### src/rtl/core/interval_allocator_preferred_first_fit_core_macros.svh
// Assertion macros shared by the allocator core.
`ifndef INTERVAL_ALLOCATOR_PREFERRED_FIRST_FIT_CORE_MACROS_SVH
`define INTERVAL_ALLOCATOR_PREFERRED_FIRST_FIT_CORE_MACROS_SVH

// Condition that holds on every clock edge out of reset
`define IAPFF_ASSERT_ALWAYS(label, cond, msg) \
   label: assert property (@(posedge clock) disable iff (reset) (cond)) \
      else $error(msg);

// Antecedent in one cycle implies consequent in the next
`define IAPFF_ASSERT_NEXT(label, ante, cons, msg) \
   label: assert property (@(posedge clock) disable iff (reset) (ante) |=> (cons)) \
      else $error(msg);

// Antecedent implies consequent in the same cycle
`define IAPFF_ASSERT_SAME(label, ante, cons, msg) \
   label: assert property (@(posedge clock) disable iff (reset) (ante) |-> (cons)) \
      else $error(msg);

`endif

### src/rtl/core/iapff_pkg.sv
`timescale 1ns / 1ps

package iapff_pkg;

   // Default table depth
   localparam int DEF_MAX_INTERVALS = 256;

   // Field widths
   localparam int IN_W     = 32;
   localparam int OUT_W    = 41;
   localparam int STATUS_W = 2;

   // Result status codes
   localparam logic [STATUS_W-1:0] STATUS_PREFERRED = 2'd0;
   localparam logic [STATUS_W-1:0] STATUS_MOVED     = 2'd1;
   localparam logic [STATUS_W-1:0] STATUS_FULL      = 2'd2;

   // Controls broadcast to every cell of the chain
   typedef struct packed {
      logic rotate;   // every cell takes its right neighbour's entry
      logic insert;   // open a slot at the insert position and fill it
   } cell_ctrl_type;

endpackage

### src/rtl/core/iapff_cell.sv
`timescale 1ns / 1ps

// One entry of the interval table; part of a rotating chain.
module iapff_cell #(
   parameter int POS_W    = 42,
   parameter int IDX_W    = 8,
   parameter int CELL_IDX = 0
) (
   input  logic                   clock,
   input  iapff_pkg::cell_ctrl_type ctrl,
   input  logic [IDX_W-1:0]       ins_pos,
   input  logic [POS_W-1:0]       new_start,
   input  logic [POS_W-1:0]       new_end,
   input  logic [POS_W-1:0]       right_start,
   input  logic [POS_W-1:0]       right_end,
   input  logic [POS_W-1:0]       left_start,
   input  logic [POS_W-1:0]       left_end,
   output logic [POS_W-1:0]       entry_start,
   output logic [POS_W-1:0]       entry_end
);

   localparam logic [IDX_W-1:0] MY_IDX = IDX_W'(CELL_IDX);

   logic [POS_W-1:0] start_ff, start_in;
   logic [POS_W-1:0] end_ff, end_in;

   // Rotate towards the head, or shift right from the insert point
   always_comb begin
      start_in = start_ff;
      end_in   = end_ff;
      if (ctrl.rotate) begin
         start_in = right_start;
         end_in   = right_end;
      end else if (ctrl.insert && (MY_IDX >= ins_pos)) begin
         if (MY_IDX == ins_pos) begin
            start_in = new_start;
            end_in   = new_end;
         end else begin
            start_in = left_start;
            end_in   = left_end;
         end
      end
   end

   // Payload only, no reset
   always_ff @(posedge clock) begin
      start_ff <= start_in;
      end_ff   <= end_in;
   end

   assign entry_start = start_ff;
   assign entry_end   = end_ff;

endmodule

### config.mk
export PLATFORM = sky130hd
export DESIGN_NAME = iapff_cell
export DESIGN_NICKNAME = d
export VERILOG_FILES = /design/src/rtl/core/interval_allocator_preferred_first_fit_core_macros.svh /design/src/rtl/core/iapff_pkg.sv /design/src/rtl/core/iapff_cell.sv
export SDC_FILE = /design/constraint.sdc
export NUM_CORES = 1
export LEC_CHECK = 0
export BUFFER_PORTS_ARGS = -buffer_cell sky130_fd_sc_hd__buf_2
export CELL_PAD_IN_SITES_DETAIL_PLACEMENT = 0
export CELL_PAD_IN_SITES_GLOBAL_PLACEMENT = 1
export CORE_AREA = 2 2 136 138
export DETAILED_ROUTE_END_ITERATION = 12
export DIE_AREA = 0 0 138 140
export PLACE_DENSITY_LB_ADDON = 0.2
export SYNTH_ARGS = -nofsm -noshare
export SYNTH_HDL_FRONTEND = slang
export SYNTH_SLANG_ARGS = --single-unit
### constraint.sdc
create_clock -name clock -period 5.7 [get_ports clock]
set_clock_uncertainty 0.2 [all_clocks]
set_input_delay 0.285 -clock clock [delete_from_list [all_inputs] [get_ports clock]]
set_output_delay 0.285 -clock clock [all_outputs]
set_load 0.005 [all_outputs]
==> results_dict.tcl <==
set metrics [dict create \
    outcome "completed" \
    period_needed_ns 2.81 \
    syn_inst 479 \
    numCtsBuffers 9 \
    via_per_inst 4.98 \
    numClockSinks 84 \
    post-route-period-util_pct 49.3 \
    nets 1048 \
    overflow 0 \
    grt_max_degree 147 \
    fin_ws_ns 2.89 \
    worst_slew_pin_slew_ns 1.07 \
    drt_iter0_drc 249 \
    drive_gt1_share_pct 46.3 \
    core_um2 17800 \
    clock_path_buffers 2 \
    syn-num-nets 742 \
    pin_count 347 \
    die_h_um 140 \
    p_leak_nw 3.19 \
    hold_ws_ns 0.0410 \
    power_mw 1.62 \
    ys_seq_area_share_pct 50.9 \
    path_max_fanout 85 \
    synth-seq-cells 84 \
    cp.required_ns 5.45 \
    relSlewSlack_pct 28.5 \
    cts_tree "done" \
    wire_per_inst_um 16.8 \
    start_kind "primary input" \
    portBuffers 346 \
    cts_root_buf "clkbuf_16" \
    drc_errors 0 \
    cts.repair.resized 0 \
    synth.avg_cell_area_um2 10.3 \
    yosys_warnings 0 \
    grt_pass1_wl_um 25800 \
    grt_pass1_vias 5020 \
    cts_hold_buffers 0 \
    grt_usage_pct 16.8 \
    final_max_slew_viol_count 0 \
    arrival_ns 2.56 \
    fmax_mhz 356 \
    antenna_found_initial 1 \
    gp_congestion 0.788 \
    critPathCaptureType "flop" \
    num_vias 5075 \
    vdd_drop_max_v 0.000124 \
    crit_type "in2reg" \
    most-common-layout-cells "345 x buf_2, 84 x inv_1, 84 x nand4b_1, 84 x nand2_1, 84 x edfxtp_1" \
    row_count 49 \
    pre_cts_ws_ns 2.50 \
    final_util_pct 39.5 \
    rsz0062_at_grt "no" \
    die-area_um2 19300 \
    drt_first_pass_iters 7 \
    htreeDepth 3 \
    worstHoldPathType "in2reg" \
    synth_cell_types 15 \
    cts_setup_buffers 0 \
    fp.dieW_um 138 \
    drt-total-wl_um 17100 \
    hpwl_um 12100 \
    syn2layout_area_growth_pct 41.8 \
    hold_viol_final 0 \
    ant_nets 0 \
    tns_ns 0 \
    layout.cells.most_common "buf_2" \
    cap_violations 0 \
    path_clk_slew_ns 0.07 \
    p_per_area_nw_per_um2 230 \
    synth_area_um2 4960 \
    setup_viol 0 \
    start_util_pct 27.9 \
]
-- cells in the mapped netlist --
| cell | instances | area (um^2) |
|---|---|---|
| inv_1 | 84 | 315 |
| nand2_1 | 84 | 315 |
| o311ai_1 | 60 | 526 |
| buf_6 | 6 | 67.6 |
| o311ai_0 | 24 | 210 |
| buf_4 | 3 | 22.5 |
| clkbuf_2 | 1 | 5.00 |
| buf_2 | 16 | 80.1 |
| edfxtp_1 | 84 | 2520 |
| a21o_1 | 1 | 7.51 |
| and2_2 | 1 | 7.51 |
| nand4b_1 | 84 | 736 |
| nor4_4 | 1 | 21.3 |
| nor4_2 | 1 | 12.5 |
| clkbuf_1 | 29 | 109 |
-- kinds of logic after synthesis --
kind of cell	Yosys count	synth area share, %
simple gates	171	22.0
flops	84	50.9
compound gates	85	15.0
buf+inv	139	12.1
-- through the flow --
step / instances / area (um^2)
2_1_floorplan: 479 / 4960
3_3_place_gp: 1003 / 6740
3_5_place_dp: 1003 / 6740
4_1_cts: 1019 / 7030
5_1_grt: 1020 / 7030
6_report: 1020 / 7030
-- flip-flops by register name, indices dropped and copies added, names as in the netlist --
register	flops
entry_end	42
entry_start	42
-- worst paths after layout --
kind / to / slack [ns] / from / depth (start not counted)
setup / recovery: entry_start[17] / 2.89 / ins_pos[5] / 5
hold / removal: entry_start[2] / 0.04 / right_start[2] / 3
-- where the power goes --
part           internal (mW)  switching [mW]
sequential             0.749          0.0143
clock                  0.337           0.239
combinational          0.142           0.138
total                   1.23           0.391
-- critical path: stages --
cell and delay, ns:
buf_2 0.11, nor4_4 0.28, and2_2 0.18, buf_4 0.70, a21o_4 0.96
-- layer usage --
metal  share of wire, %  vias up  global-route usage (%)  routed length, um
li1                   -     2427                       -                  -
met1                 37     2397                    18.1               6340
met2                 52      232                    30.3               8880
met3                9.3       19                    5.95               1600
met4                1.8        0                    6.44                301
met5                  0        -                       0                  0
-- cell type report --
type | count | area, um^2
diodes | 1 | 2.50
multi-input cells | 256 | 1850
repair buffers | 350 | 1770
clock inverters | 5 | 52.6
clock buffers | 11 | 233
inverters | 84 | 315
fillers | 1846 | 10700
flip-flops and latches | 84 | 2520
well taps | 229 | 287
Power figures use the tool's default switching activity.
